**config.mk**
```make
export PLATFORM = sky130hd
export DESIGN_NAME = elevator_dispatch_scheduler_core_flat
export DESIGN_NICKNAME = d
export VERILOG_FILES = /design/src/eds_pkg.sv /design/src/eds_if.sv /design/src/eds_front.sv /design/src/eds_cmd_queue.sv /design/src/eds_req_fifo.sv /design/src/eds_back.sv /design/src/elevator_dispatch_scheduler_core.sv /design/src/flat_wrapper.sv
export SDC_FILE = /design/constraint.sdc
export NUM_CORES = 1
export LEC_CHECK = 0
export ABC_CLOCK_PERIOD_IN_PS = 19800
export BUFFER_PORTS_ARGS = -buffer_cell sky130_fd_sc_hd__buf_4
export CAP_MARGIN = 30
export CORE_MARGIN = 4
export CORE_UTILIZATION = 45
export DETAILED_ROUTE_END_ITERATION = 7
export SYNTH_ARGS = -nofsm -noshare
export SYNTH_HDL_FRONTEND = slang
export SYNTH_HIERARCHICAL = 1
export SYNTH_SLANG_ARGS = --single-unit
```
**constraint.sdc**
```tcl
create_clock -name clk -period 19.8 [get_ports clk]
set_input_delay 0.99 -clock clk [delete_from_list [all_inputs] [get_ports clk]]
set_output_delay 0.99 -clock clk [all_outputs]
set_load 0.02 [all_outputs]
```
**src/eds_pkg.sv**
```systemverilog
package eds_pkg;

  // Field widths fixed by the request and result formats.
  localparam int KIND_W    = 2;
  localparam int FLOOR_W   = 8;
  localparam int ELEV_ID_W = 3;
  localparam int PENALTY_W = 4;
  localparam int LOAD_W    = 8;

  localparam logic [PENALTY_W-1:0] PENALTY_RESET = 4'd2;
  localparam logic [LOAD_W-1:0]    LOAD_MAX      = 8'hFF;

  // Request kinds.
  typedef enum logic [KIND_W-1:0] {
    IN_FLOOR_REQ  = 2'd0,
    IN_POSITION   = 2'd1,
    IN_DISPATCH   = 2'd2,
    IN_COMPLETION = 2'd3
  } in_kind_t;

  // Result kinds.
  typedef enum logic [KIND_W-1:0] {
    RES_ASSIGNED    = 2'd0,
    RES_NO_ELEVATOR = 2'd1,
    RES_ARRIVAL     = 2'd2,
    RES_QUEUE_FULL  = 2'd3
  } res_kind_t;

  // Last assigned direction of an elevator.
  typedef enum logic [1:0] {
    DIR_UNKNOWN = 2'd0,
    DIR_DOWN    = 2'd1,
    DIR_UP      = 2'd2
  } dir_t;

  // Back end sequencer states.
  typedef enum logic [1:0] {
    BK_IDLE     = 2'd0,
    BK_POP_WAIT = 2'd1,
    BK_SCAN     = 2'd2,
    BK_FINISH   = 2'd3
  } back_state_t;

  // Classified request as held in the command queue.
  typedef struct packed {
    in_kind_t               kind;
    logic [FLOOR_W-1:0]     floor;
    logic [FLOOR_W-1:0]     dest_floor;
    logic                   going_up;
    logic [ELEV_ID_W-1:0]   elevator_id;
    logic                   id_ok;
  } cmd_t;

  // Handshake between the command queue and the back end.
  typedef struct packed {
    logic empty;
    logic full;
  } cmdq_status_t;

  // One result as held in the output register.
  typedef struct packed {
    res_kind_t              result_kind;
    logic [ELEV_ID_W-1:0]   elevator;
    logic [FLOOR_W-1:0]     floor;
    logic [FLOOR_W-1:0]     dest_floor;
    logic                   going_up;
  } result_t;

  localparam int CMDQ_DEPTH = 2;

endpackage

```
**src/eds_if.sv**
```systemverilog
// Request channel into the scheduler.
interface eds_in_if;
  import eds_pkg::*;

  logic                 valid;
  logic                 ready;
  logic [KIND_W-1:0]    kind;
  logic [FLOOR_W-1:0]   floor;
  logic [FLOOR_W-1:0]   dest_floor;
  logic                 going_up;
  logic [ELEV_ID_W-1:0] elevator_id;

  modport source (output valid, kind, floor, dest_floor, going_up, elevator_id,
                  input ready);
  modport sink (input valid, kind, floor, dest_floor, going_up, elevator_id,
                output ready);
endinterface

// Result channel out of the scheduler.
interface eds_out_if;
  import eds_pkg::*;

  logic                 valid;
  logic                 ready;
  logic [KIND_W-1:0]    result_kind;
  logic [ELEV_ID_W-1:0] out_elevator;
  logic [FLOOR_W-1:0]   out_floor;
  logic [FLOOR_W-1:0]   out_dest_floor;
  logic                 out_going_up;

  modport source (output valid, result_kind, out_elevator, out_floor, out_dest_floor,
                  out_going_up, input ready);
  modport sink (input valid, result_kind, out_elevator, out_floor, out_dest_floor,
                out_going_up, output ready);
endinterface

```
**src/eds_front.sv**
```systemverilog
module eds_front #(
  parameter int NUM_ELEVATORS = 8,
  parameter int FLOOR_BITS    = 8
) (
  eds_in_if.sink         in_ch,
  input  logic           cmdq_full,
  output logic           cmd_push,
  output eds_pkg::cmd_t  cmd_data
);
  import eds_pkg::*;

  // Floors are kept to FLOOR_BITS, never wider than the port.
  localparam int FW = (FLOOR_BITS < FLOOR_W) ? FLOOR_BITS : FLOOR_W;
  localparam logic [FLOOR_W-1:0] FLOOR_MASK = FLOOR_W'((32'd1 << FW) - 32'd1);

  // A request is taken whenever the command queue has room.
  assign in_ch.ready = !cmdq_full;
  assign cmd_push    = in_ch.valid && !cmdq_full;

  // Decode the kind, mask the floors and check the elevator id once here.
  always_comb begin
    cmd_data.kind        = in_kind_t'(in_ch.kind);
    cmd_data.floor       = in_ch.floor & FLOOR_MASK;
    cmd_data.dest_floor  = in_ch.dest_floor & FLOOR_MASK;
    cmd_data.going_up    = in_ch.going_up;
    cmd_data.elevator_id = in_ch.elevator_id;
    cmd_data.id_ok       = (int'(in_ch.elevator_id) < NUM_ELEVATORS);
  end

endmodule

```
**src/eds_cmd_queue.sv**
```systemverilog
module eds_cmd_queue (
  input  logic                 clk,
  input  logic                 rst_n,
  input  logic                 push,
  input  eds_pkg::cmd_t        push_data,
  input  logic                 pop,
  output eds_pkg::cmd_t        head_data,
  output eds_pkg::cmdq_status_t status
);
  import eds_pkg::*;

  localparam int PW = (CMDQ_DEPTH > 1) ? $clog2(CMDQ_DEPTH) : 1;
  localparam int CW = $clog2(CMDQ_DEPTH + 1);

  cmd_t          slot_r [CMDQ_DEPTH];
  logic [PW-1:0] wr_ptr_r, wr_ptr_nxt;
  logic [PW-1:0] rd_ptr_r, rd_ptr_nxt;
  logic [CW-1:0] count_r, count_nxt;
  logic          do_push;
  logic          do_pop;

  assign status.empty = (count_r == '0);
  assign status.full  = (count_r == CW'(CMDQ_DEPTH));
  assign do_push      = push && !status.full;
  assign do_pop       = pop && !status.empty;
  assign head_data    = slot_r[rd_ptr_r];

  // Pointer and fill count update with wrap at the queue depth.
  always_comb begin
    wr_ptr_nxt = wr_ptr_r;
    rd_ptr_nxt = rd_ptr_r;
    count_nxt  = count_r;
    if (do_push) begin
      wr_ptr_nxt = (wr_ptr_r == PW'(CMDQ_DEPTH - 1)) ? '0 : wr_ptr_r + 1'b1;
    end
    if (do_pop) begin
      rd_ptr_nxt = (rd_ptr_r == PW'(CMDQ_DEPTH - 1)) ? '0 : rd_ptr_r + 1'b1;
    end
    if (do_push && !do_pop) begin
      count_nxt = count_r + 1'b1;
    end else if (do_pop && !do_push) begin
      count_nxt = count_r - 1'b1;
    end
  end

  always_ff @(posedge clk) begin
    if (!rst_n) begin
      wr_ptr_r <= '0;
      rd_ptr_r <= '0;
      count_r  <= '0;
    end else begin
      wr_ptr_r <= wr_ptr_nxt;
      rd_ptr_r <= rd_ptr_nxt;
      count_r  <= count_nxt;
    end
  end

  // Queue slots carry payload only.
  always_ff @(posedge clk) begin
    if (do_push) begin
      slot_r[wr_ptr_r] <= push_data;
    end
  end

endmodule

```
**src/eds_req_fifo.sv**
```systemverilog
module eds_req_fifo #(
  parameter int DEPTH = 16,
  parameter int FW    = 8
) (
  input  logic            clk,
  input  logic            rst_n,
  input  logic            push,
  input  logic [FW-1:0]   wr_floor,
  input  logic [FW-1:0]   wr_dest,
  input  logic            pop,
  output logic            full,
  output logic            empty,
  output logic [2*FW-1:0] rd_data_r
);

  localparam int AW = (DEPTH > 1) ? $clog2(DEPTH) : 1;
  localparam int CW = $clog2(DEPTH + 1);
  localparam logic [AW:0] DEPTH_S = (AW + 1)'(DEPTH);

  logic [2*FW-1:0] mem [DEPTH];
  logic [AW-1:0]   head_r, head_nxt;
  logic [CW-1:0]   count_r, count_nxt;
  logic [AW:0]     tail_sum;
  logic [AW:0]     head_inc;
  logic [AW-1:0]   tail;
  logic            do_push;
  logic            do_pop;

  assign full    = (count_r == CW'(DEPTH));
  assign empty   = (count_r == '0);
  assign do_push = push && !full;
  assign do_pop  = pop && !empty;

  // Tail is head plus count, wrapped by one compare and subtract.
  assign tail_sum = (AW + 1)'(head_r) + (AW + 1)'(count_r);
  assign tail     = (tail_sum >= DEPTH_S) ? AW'(tail_sum - DEPTH_S) : AW'(tail_sum);
  assign head_inc = (AW + 1)'(head_r) + 1'b1;

  always_comb begin
    head_nxt  = head_r;
    count_nxt = count_r;
    if (do_pop) begin
      head_nxt  = (head_inc == DEPTH_S) ? '0 : AW'(head_inc);
      count_nxt = count_r - 1'b1;
    end else if (do_push) begin
      count_nxt = count_r + 1'b1;
    end
  end

  always_ff @(posedge clk) begin
    if (!rst_n) begin
      head_r  <= '0;
      count_r <= '0;
    end else begin
      head_r  <= head_nxt;
      count_r <= count_nxt;
    end
  end

  // Entry store with a registered read port for the head entry.
  always_ff @(posedge clk) begin
    if (do_push) begin
      mem[tail] <= {wr_floor, wr_dest};
    end
    if (do_pop) begin
      rd_data_r <= mem[head_r];
    end
  end

endmodule

```
**src/eds_back.sv**
```systemverilog
module eds_back #(
  parameter int NUM_ELEVATORS = 8,
  parameter int QUEUE_DEPTH   = 16,
  parameter int FLOOR_BITS    = 8
) (
  input  logic                              clk,
  input  logic                              rst_n,
  input  eds_pkg::cmd_t                     cmd_data,
  input  eds_pkg::cmdq_status_t             cmdq_status,
  output logic                              cmd_pop,
  input  logic [eds_pkg::PENALTY_W-1:0]     penalty,
  eds_out_if.source                         out_ch
);
  import eds_pkg::*;

  localparam int FW = (FLOOR_BITS < FLOOR_W) ? FLOOR_BITS : FLOOR_W;
  localparam int EW = (NUM_ELEVATORS > 1) ? $clog2(NUM_ELEVATORS) : 1;
  localparam int DW = ((FW > PENALTY_W) ? FW : PENALTY_W) + 1;
  localparam logic [EW-1:0] LAST_ELEV = EW'(NUM_ELEVATORS - 1);

  // Elevator table: floors are payload, the rest resets.
  logic [FW-1:0]     elev_floor_r [NUM_ELEVATORS];
  logic              known_r      [NUM_ELEVATORS];
  dir_t              dir_r        [NUM_ELEVATORS];
  logic [LOAD_W-1:0] load_r       [NUM_ELEVATORS];

  back_state_t       state_r, state_nxt;
  logic [EW-1:0]     scan_idx_r, scan_idx_nxt;
  logic              req_up_r, req_up_nxt;
  logic              found_r, found_nxt;
  logic [EW-1:0]     best_r, best_nxt;
  logic [LOAD_W-1:0] best_load_r, best_load_nxt;
  logic [DW-1:0]     best_dist_r, best_dist_nxt;
  logic              res_valid_r, res_valid_nxt;
  result_t           res_r, res_nxt;

  // Table write controls.
  logic              pos_we;
  logic              load_we;
  logic [EW-1:0]     load_waddr;
  logic [LOAD_W-1:0] load_wdata;
  logic              dir_we;
  dir_t              dir_wdata;

  // Request FIFO controls.
  logic              up_push, dn_push, up_pop, dn_pop;
  logic              up_full, dn_full, up_empty, dn_empty;
  logic [2*FW-1:0]   up_rd, dn_rd;

  // Single table read port, shared by the scan and by completions.
  logic [EW-1:0]     id_idx;
  logic [EW-1:0]     rd_addr;
  logic [FW-1:0]     rd_floor;
  logic              rd_known;
  dir_t              rd_dir;
  logic [LOAD_W-1:0] rd_load;

  // Request being dispatched and its distance to the scanned elevator.
  logic [2*FW-1:0]   req_entry;
  logic [FW-1:0]     req_floor;
  logic [FW-1:0]     req_dest;
  dir_t              req_dir;
  logic [FW-1:0]     abs_diff;
  logic [DW-1:0]     cand_dist;
  logic              out_free;

  assign id_idx   = EW'(cmd_data.elevator_id);
  assign rd_addr  = (state_r == BK_SCAN) ? scan_idx_r : id_idx;
  assign rd_floor = elev_floor_r[rd_addr];
  assign rd_known = known_r[rd_addr];
  assign rd_dir   = dir_r[rd_addr];
  assign rd_load  = load_r[rd_addr];

  assign req_entry = req_up_r ? up_rd : dn_rd;
  assign req_floor = req_entry[2*FW-1:FW];
  assign req_dest  = req_entry[FW-1:0];
  assign req_dir   = req_up_r ? DIR_UP : DIR_DOWN;
  assign abs_diff  = (rd_floor >= req_floor) ? rd_floor - req_floor : req_floor - rd_floor;
  assign cand_dist = DW'(abs_diff) +
                     (((rd_dir != DIR_UNKNOWN) && (rd_dir != req_dir)) ? DW'(penalty) : '0);

  assign out_free = !res_valid_r || out_ch.ready;

  eds_req_fifo #(.DEPTH(QUEUE_DEPTH), .FW(FW)) u_up_fifo (
    .clk      (clk),
    .rst_n    (rst_n),
    .push     (up_push),
    .wr_floor (cmd_data.floor[FW-1:0]),
    .wr_dest  (cmd_data.dest_floor[FW-1:0]),
    .pop      (up_pop),
    .full     (up_full),
    .empty    (up_empty),
    .rd_data_r(up_rd)
  );

  eds_req_fifo #(.DEPTH(QUEUE_DEPTH), .FW(FW)) u_dn_fifo (
    .clk      (clk),
    .rst_n    (rst_n),
    .push     (dn_push),
    .wr_floor (cmd_data.floor[FW-1:0]),
    .wr_dest  (cmd_data.dest_floor[FW-1:0]),
    .pop      (dn_pop),
    .full     (dn_full),
    .empty    (dn_empty),
    .rd_data_r(dn_rd)
  );

  // Sequencer: one command at a time, one elevator per cycle in the scan.
  always_comb begin
    state_nxt     = state_r;
    scan_idx_nxt  = scan_idx_r;
    req_up_nxt    = req_up_r;
    found_nxt     = found_r;
    best_nxt      = best_r;
    best_load_nxt = best_load_r;
    best_dist_nxt = best_dist_r;
    res_valid_nxt = res_valid_r && !out_ch.ready;
    res_nxt       = res_r;
    cmd_pop       = 1'b0;
    pos_we        = 1'b0;
    load_we       = 1'b0;
    load_waddr    = id_idx;
    load_wdata    = rd_load;
    dir_we        = 1'b0;
    dir_wdata     = req_dir;
    up_push       = 1'b0;
    dn_push       = 1'b0;
    up_pop        = 1'b0;
    dn_pop        = 1'b0;

    case (state_r)
      BK_IDLE: begin
        if (!cmdq_status.empty && out_free) begin
          cmd_pop = 1'b1;
          case (cmd_data.kind)
            IN_FLOOR_REQ: begin
              if (cmd_data.going_up ? up_full : dn_full) begin
                res_valid_nxt       = 1'b1;
                res_nxt.result_kind = RES_QUEUE_FULL;
                res_nxt.elevator    = '0;
                res_nxt.floor       = cmd_data.floor;
                res_nxt.dest_floor  = cmd_data.dest_floor;
                res_nxt.going_up    = cmd_data.going_up;
              end else begin
                up_push = cmd_data.going_up;
                dn_push = !cmd_data.going_up;
              end
            end
            IN_POSITION: begin
              pos_we = cmd_data.id_ok;
            end
            IN_DISPATCH: begin
              if (!up_empty) begin
                up_pop     = 1'b1;
                req_up_nxt = 1'b1;
                state_nxt  = BK_POP_WAIT;
              end else if (!dn_empty) begin
                dn_pop     = 1'b1;
                req_up_nxt = 1'b0;
                state_nxt  = BK_POP_WAIT;
              end
            end
            IN_COMPLETION: begin
              // Load is lowered only for a real elevator that has work.
              if (cmd_data.id_ok && (rd_load != '0)) begin
                load_we    = 1'b1;
                load_wdata = rd_load - 1'b1;
              end
              res_valid_nxt       = 1'b1;
              res_nxt.result_kind = RES_ARRIVAL;
              res_nxt.elevator    = cmd_data.elevator_id;
              res_nxt.floor       = cmd_data.floor;
              res_nxt.dest_floor  = cmd_data.dest_floor;
              res_nxt.going_up    = 1'b0;
            end
            default: begin
            end
          endcase
        end
      end
      BK_POP_WAIT: begin
        scan_idx_nxt = '0;
        found_nxt    = 1'b0;
        state_nxt    = BK_SCAN;
      end
      BK_SCAN: begin
        // Least load wins; equal load goes to the shorter distance, a full tie to the lower index.
        if (rd_known && (!found_r || (rd_load < best_load_r) ||
                         ((rd_load == best_load_r) && (cand_dist < best_dist_r)))) begin
          found_nxt     = 1'b1;
          best_nxt      = scan_idx_r;
          best_load_nxt = rd_load;
          best_dist_nxt = cand_dist;
        end
        if (scan_idx_r == LAST_ELEV) begin
          state_nxt = BK_FINISH;
        end else begin
          scan_idx_nxt = scan_idx_r + 1'b1;
        end
      end
      BK_FINISH: begin
        res_valid_nxt      = 1'b1;
        res_nxt.floor      = FLOOR_W'(req_floor);
        res_nxt.dest_floor = FLOOR_W'(req_dest);
        res_nxt.going_up   = req_up_r;
        if (found_r) begin
          load_we             = 1'b1;
          load_waddr          = best_r;
          load_wdata          = (best_load_r == LOAD_MAX) ? best_load_r : best_load_r + 1'b1;
          dir_we              = 1'b1;
          res_nxt.result_kind = RES_ASSIGNED;
          res_nxt.elevator    = ELEV_ID_W'(best_r);
        end else begin
          res_nxt.result_kind = RES_NO_ELEVATOR;
          res_nxt.elevator    = '0;
        end
        state_nxt = BK_IDLE;
      end
      default: begin
        state_nxt = BK_IDLE;
      end
    endcase
  end

  always_ff @(posedge clk) begin
    if (!rst_n) begin
      state_r     <= BK_IDLE;
      res_valid_r <= 1'b0;
    end else begin
      state_r     <= state_nxt;
      res_valid_r <= res_valid_nxt;
    end
  end

  // Working registers of the scan and the output payload.
  always_ff @(posedge clk) begin
    scan_idx_r  <= scan_idx_nxt;
    req_up_r    <= req_up_nxt;
    found_r     <= found_nxt;
    best_r      <= best_nxt;
    best_load_r <= best_load_nxt;
    best_dist_r <= best_dist_nxt;
    res_r       <= res_nxt;
  end

  // Known flags, directions and loads are cleared by reset.
  always_ff @(posedge clk) begin
    if (!rst_n) begin
      for (int i = 0; i < NUM_ELEVATORS; i++) begin
        known_r[i] <= 1'b0;
        dir_r[i]   <= DIR_UNKNOWN;
        load_r[i]  <= '0;
      end
    end else begin
      if (pos_we) begin
        known_r[id_idx] <= 1'b1;
      end
      if (load_we) begin
        load_r[load_waddr] <= load_wdata;
      end
      if (dir_we) begin
        dir_r[best_r] <= dir_wdata;
      end
    end
  end

  // Elevator floors carry no reset; the scan only uses the floor of a known elevator.
  always_ff @(posedge clk) begin
    if (pos_we) begin
      elev_floor_r[id_idx] <= cmd_data.floor[FW-1:0];
    end
  end

  assign out_ch.valid          = res_valid_r;
  assign out_ch.result_kind    = res_r.result_kind;
  assign out_ch.out_elevator   = res_r.elevator;
  assign out_ch.out_floor      = res_r.floor;
  assign out_ch.out_dest_floor = res_r.dest_floor;
  assign out_ch.out_going_up   = res_r.going_up;

endmodule

```
**src/elevator_dispatch_scheduler_core.sv**
```systemverilog
// Elevator dispatch scheduler. Requests are taken into a two-entry command
// queue whenever it has room, so the request side keeps moving while a result
// waits in the output register. The back end carries out one request at a
// time. A dispatch passes through the registered read of the request FIFO,
// then a scan that visits one elevator table entry per cycle through a
// single read port. Floor requests that find their FIFO full, dispatches
// that find a waiting floor request, and completions each return one
// result; the others return none. The penalty register may only be written
// while no request is in progress.
module elevator_dispatch_scheduler_core #(
  parameter int NUM_ELEVATORS = 8,
  parameter int QUEUE_DEPTH   = 16,
  parameter int FLOOR_BITS    = 8
) (
  input  logic                          clk,
  input  logic                          rst_n,
  eds_in_if.sink                        in_ch,
  eds_out_if.source                     out_ch,
  input  logic                          cfg_we,
  input  logic [eds_pkg::PENALTY_W-1:0] cfg_wdata
);
  import eds_pkg::*;

  logic [PENALTY_W-1:0] penalty_r, penalty_nxt;
  logic                 cmd_push;
  cmd_t                 cmd_in;
  cmd_t                 cmd_head;
  logic                 cmd_pop;
  cmdq_status_t         cmdq_status;

  // Direction penalty register.
  assign penalty_nxt = cfg_we ? cfg_wdata : penalty_r;

  always_ff @(posedge clk) begin
    if (!rst_n) begin
      penalty_r <= PENALTY_RESET;
    end else begin
      penalty_r <= penalty_nxt;
    end
  end

  eds_front #(
    .NUM_ELEVATORS(NUM_ELEVATORS),
    .FLOOR_BITS   (FLOOR_BITS)
  ) u_front (
    .in_ch    (in_ch),
    .cmdq_full(cmdq_status.full),
    .cmd_push (cmd_push),
    .cmd_data (cmd_in)
  );

  eds_cmd_queue u_cmd_queue (
    .clk      (clk),
    .rst_n    (rst_n),
    .push     (cmd_push),
    .push_data(cmd_in),
    .pop      (cmd_pop),
    .head_data(cmd_head),
    .status   (cmdq_status)
  );

  eds_back #(
    .NUM_ELEVATORS(NUM_ELEVATORS),
    .QUEUE_DEPTH  (QUEUE_DEPTH),
    .FLOOR_BITS   (FLOOR_BITS)
  ) u_back (
    .clk        (clk),
    .rst_n      (rst_n),
    .cmd_data   (cmd_head),
    .cmdq_status(cmdq_status),
    .cmd_pop    (cmd_pop),
    .penalty    (penalty_r),
    .out_ch     (out_ch)
  );

endmodule

```
**src/flat_wrapper.sv**
```systemverilog
// flat-port wrapper written by rule: the top's interface ports become plain ports
module elevator_dispatch_scheduler_core_flat import eds_pkg::*;
#(
  parameter int NUM_ELEVATORS = 8,
  parameter int QUEUE_DEPTH   = 16,
  parameter int FLOOR_BITS    = 8
)
  (clk, rst_n, cfg_we, cfg_wdata, in_ch_valid, in_ch_kind, in_ch_floor, in_ch_dest_floor, in_ch_going_up, in_ch_elevator_id, in_ch_ready, out_ch_valid, out_ch_result_kind, out_ch_out_elevator, out_ch_out_floor, out_ch_out_dest_floor, out_ch_out_going_up, out_ch_ready);
  eds_in_if in_ch_i ();
  eds_out_if out_ch_i ();
  input  logic clk;
  input  logic rst_n;
  input  logic cfg_we;
  input  logic [eds_pkg::PENALTY_W-1:0] cfg_wdata;
  input wire logic [$bits(in_ch_i.valid)-1:0] in_ch_valid;
  input wire logic [$bits(in_ch_i.kind)-1:0] in_ch_kind;
  input wire logic [$bits(in_ch_i.floor)-1:0] in_ch_floor;
  input wire logic [$bits(in_ch_i.dest_floor)-1:0] in_ch_dest_floor;
  input wire logic [$bits(in_ch_i.going_up)-1:0] in_ch_going_up;
  input wire logic [$bits(in_ch_i.elevator_id)-1:0] in_ch_elevator_id;
  output wire logic [$bits(in_ch_i.ready)-1:0] in_ch_ready;
  output wire logic [$bits(out_ch_i.valid)-1:0] out_ch_valid;
  output wire logic [$bits(out_ch_i.result_kind)-1:0] out_ch_result_kind;
  output wire logic [$bits(out_ch_i.out_elevator)-1:0] out_ch_out_elevator;
  output wire logic [$bits(out_ch_i.out_floor)-1:0] out_ch_out_floor;
  output wire logic [$bits(out_ch_i.out_dest_floor)-1:0] out_ch_out_dest_floor;
  output wire logic [$bits(out_ch_i.out_going_up)-1:0] out_ch_out_going_up;
  input wire logic [$bits(out_ch_i.ready)-1:0] out_ch_ready;
  assign in_ch_i.valid = in_ch_valid;
  assign in_ch_i.kind = in_ch_kind;
  assign in_ch_i.floor = in_ch_floor;
  assign in_ch_i.dest_floor = in_ch_dest_floor;
  assign in_ch_i.going_up = in_ch_going_up;
  assign in_ch_i.elevator_id = in_ch_elevator_id;
  assign in_ch_ready = in_ch_i.ready;
  assign out_ch_valid = out_ch_i.valid;
  assign out_ch_result_kind = out_ch_i.result_kind;
  assign out_ch_out_elevator = out_ch_i.out_elevator;
  assign out_ch_out_floor = out_ch_i.out_floor;
  assign out_ch_out_dest_floor = out_ch_i.out_dest_floor;
  assign out_ch_out_going_up = out_ch_i.out_going_up;
  assign out_ch_i.ready = out_ch_ready;
  elevator_dispatch_scheduler_core #(.NUM_ELEVATORS(NUM_ELEVATORS), .QUEUE_DEPTH(QUEUE_DEPTH), .FLOOR_BITS(FLOOR_BITS)) u_core (.clk(clk), .rst_n(rst_n), .in_ch(in_ch_i), .out_ch(out_ch_i), .cfg_we(cfg_we), .cfg_wdata(cfg_wdata));
endmodule
```
==> impl_metrics.csv <==
group,metric,value,unit
drt,ant_nets,0,
flow_run,max_cap_viol_count,0,
clock_network,cts_root_buf,"clkbuf_16",
run_status,status,"finished clean",
critical_path,critPathTopFamily,"compound AO/OA/AOI/OAI gates",
drt,met3_length,5350,µm
clock_network,clkLatencyLatePin,0.64,ns
synth,synth_cell_types,91,
cells_and_area,n_antenna_cell,0,
pwr,p_leak,13.2,nW
timing,rsz0062_at_grt,"no",
global_route,overflow,0,
critical_path,crit_top_cell,"o21ai_0",
critical_path,cp_max_fo,20,
timing,fmax,0.116,GHz
timing,fin_crit,8.62,ns
clock_network,numCtsBuffers,83,
drt,route.top_layer_used,"met4",
global_route,grt_max_degree,63,
synth,netlist_top_cells_area,"edfxtp_1 66%, mux4_2 9.7%, nor2_1 2.4%",
synth,synthesis.nets,2307,
clock_network,clock_path_buffers,3,
timing,slew_headroom,30.3,%
clock_network,hold_buffers,0,
synth,async_flop_share,0,%
global_route,grt_util_all_layers,20.2,%
critical_path,critPathCaptureType,"flip-flop",
synth,synth_top_area_cell,"edfxtp_1",
drt,finalWirelength,83400,µm
clock_network,cts.clk_slew.worst_paths,0.06,ns
critical_path,cp.arrival,8.96,ns
clock_network,post_cts_resized,0,
timing,fin_setup_tns,0,ns
synth,synth-edff-count,781,
drt,vias,19500,
critical_path,start_kind,"flip-flop",
cells_and_area,fin_nets,2380,
drt,drtIter0Drc,2007,
floorplanning,die-height,288,µm
drt,wl_met2,40400,µm
floorplanning,die_area,83200,µm²
pwr,powerDensity,127,nW/µm²
critical_path,cp.depth,28,
cells_and_area,synthToLayoutAreaGrowth,12.2,%
clock_network,cts_tree,"built",
clock_network,numClockSinks,819,
critical_path,crit_buf_inv,4,
critical_path,reg2reg_slack,11.18,ns
synth,yosysWarnings,6,
pwr,ir_drop,67.5,µV
synth,ys_ff_latch,819,
synth,synth_cells,2205,
floorplanning,ios,55,
global_route,antenna_found_initial,4,
floorplanning,die_w,288,µm
synth,syn_area,35400,µm²
min_path,hp-class,"flip-flop to flip-flop",
drt,drc,0,
global_route,grt_pass1_wl,125000,µm
critical_path,rr_worst_depth,28,
synth,synth.avg_cell_area,16.1,µm²
drt,drt_first_pass_iters,6,
critical_path,cp_slowest_cell,"mux2i_4",
synth,synth_ff_type,"edfxtp_1",
clock_network,post_cts_buffers,0,
synth,yosysMostFrequentCell,"edfxtp_1",
timing,tightest_slew,1.04,ns
drt,via_per_inst,5.77,
cells_and_area,layout-drive-gt1-share,20.3,%
cells_and_area,utilization,51.1,%
critical_path,cp_slowest_stage_delay,0.73,ns
timing,setup_viol,0,
timing,final_hold_viol_count,0,
critical_path,required,20.14,ns
synth,yosysTopAreaCellShare,66.3,%
synth,seq_area_frac_synth,68.4,%
placement,io_buffer_count,54,
timing,slew_viol_final,0,
placement,hpwlAfterDp,52400,µm
floorplanning,row_count,102,
drt,wl_met1,35400,µm
min_path,hold-path-cell-count,2,
drt,wl_per_cell,24.7,µm
placement,gp_congestion,0.827,
floorplanning,core,77700,µm²
floorplanning,initial_utilization,45.5,%
clock_network,cts-htree-levels,3,
timing,finClkSkew,0.0285,ns
timing,finalCritPeriodShare,43.5,%
critical_path,crit_type,"flip-flop to flip-flop",
global_route,grt_pass1_vias,19600,
synth,ys_top_cells_by_count,"781 x edfxtp_1, 229 x nor2_1, 152 x mux4_2, 128 x nand2_1, 71 x inv_1",
==> final timing paths <==
kind / start / endpoint
hold / removal: u_core/u_back/known_r[4]$_DFF_P_ / u_core/u_back/known_r[4]$_DFF_P_
hold reg to reg: u_core/u_back/known_r[4]$_DFF_P_ / u_core/u_back/known_r[4]$_DFF_P_
setup reg to reg: u_core/u_back/state_r[0]$_SDFFE_PN0P_ / u_core/u_back/found_r$_DFFE_PP_
setup / recovery: u_core/u_back/state_r[0]$_SDFFE_PN0P_ / u_core/u_back/found_r$_DFFE_PP_
==> logic make-up after synthesis <==
kind of cell	share of synthesized area, %
compound gates	6.37
xor+xnor	0.742
fa+ha+maj	2.66
buf+inv	2.65
flops	68.4
mux	11.9
other cells	0.0106
simple gates	7.26
==> final cells by class <==
type / instances / area [µm²]
multi-input cells: 1184 / 10300
well taps: 1040 / 1300
inverters: 77 / 289
clock buffers: 98 / 2130
fillers: 6273 / 38000
clock inverters: 52 / 505
repair buffers: 113 / 936
flip-flops and latches: 819 / 24200
==> through the flow <==
| step | hold slack [ns] | setup slack, ns | cell area (µm²) | instances | power [W] |
|---|---|---|---|---|---|
| global route | 0.496 | 10.53 | 39700 | 3383 | 0.00529 |
| global placement | 0.448 | 11.10 | 36900 | 3226 | 0.00352 |
| detailed placement | 0.451 | 11.33 | 37000 | 3231 | 0.00356 |
| floorplan | 0.435 | 11.24 | 35400 | 2205 | 0.00310 |
| CTS | 0.464 | 11.23 | 39700 | 3381 | 0.00508 |
| finish | 0.459 | 11.18 | 39700 | 3383 | 0.00504 |
==> worst register-to-register path, delay by kind of cell, from the launching register on <==
kind	cells	cell delay, ns
compound gates	9	2.43
fa+ha+maj	4	1.81
mux	3	1.58
simple gates	8	1.23
buf+inv	4	0.93
flops	1	0.33
==> placed cells by master (no fill, tap or decap), types with 14 or more instances in the layout <==
| cell | count |
|---|---|
| clkbuf_1 | 15 |
| o22ai_1 | 23 |
| o21ai_0 | 31 |
| buf_4 | 108 |
| o31ai_1 | 15 |
| nor2b_1 | 33 |
| nor2_1 | 229 |
| a21oi_1 | 58 |
| clkbuf_16 | 83 |
| nand2_1 | 128 |
| dfxtp_1 | 34 |
| nand2b_1 | 31 |
| mux4_2 | 152 |
| mux2_2 | 26 |
| a22oi_1 | 66 |
| inv_1 | 71 |
| mux2i_1 | 38 |
| nand3_1 | 33 |
| xnor2_1 | 21 |
| nor3_1 | 26 |
| and2_1 | 14 |
| clkinv_2 | 21 |
| edfxtp_1 | 781 |
| ha_1 | 64 |
==> flip-flops by register name, summed over array words and instances, names as in the netlist, 16 cells and up, named ones only <==
signal / flops
u_core/u_back/dir_r: 16
u_core/u_back/u_dn_fifo/mem: 256
u_core/u_cmd_queue/slot_r: 46
u_core/u_back/u_dn_fifo/rd_data_r: 16
u_core/u_back/elev_floor_r: 64
u_core/u_back/u_up_fifo/mem: 256
u_core/u_back/load_r: 64
u_core/u_back/u_up_fifo/rd_data_r: 16
==> report_power, final <==
part | total [W] | switching, W | internal, W
Sequential | 0.00217 | 0.0000385 | 0.00213
Clock | 0.00152 | 0.000662 | 0.000859
Combinational | 0.00135 | 0.000893 | 0.000453
Total | 0.00504 | 0.00159 | 0.00345
==> routing by layer <==
metal  vias to the layer above  global-route usage [%]
met4                         0                    6.25
met2                       652                    32.9
met5                         -                       0
met3                       119                    3.13
li1                       8708                       -
met1                     10000                    28.2
Power figures use the tool's default switching activity.
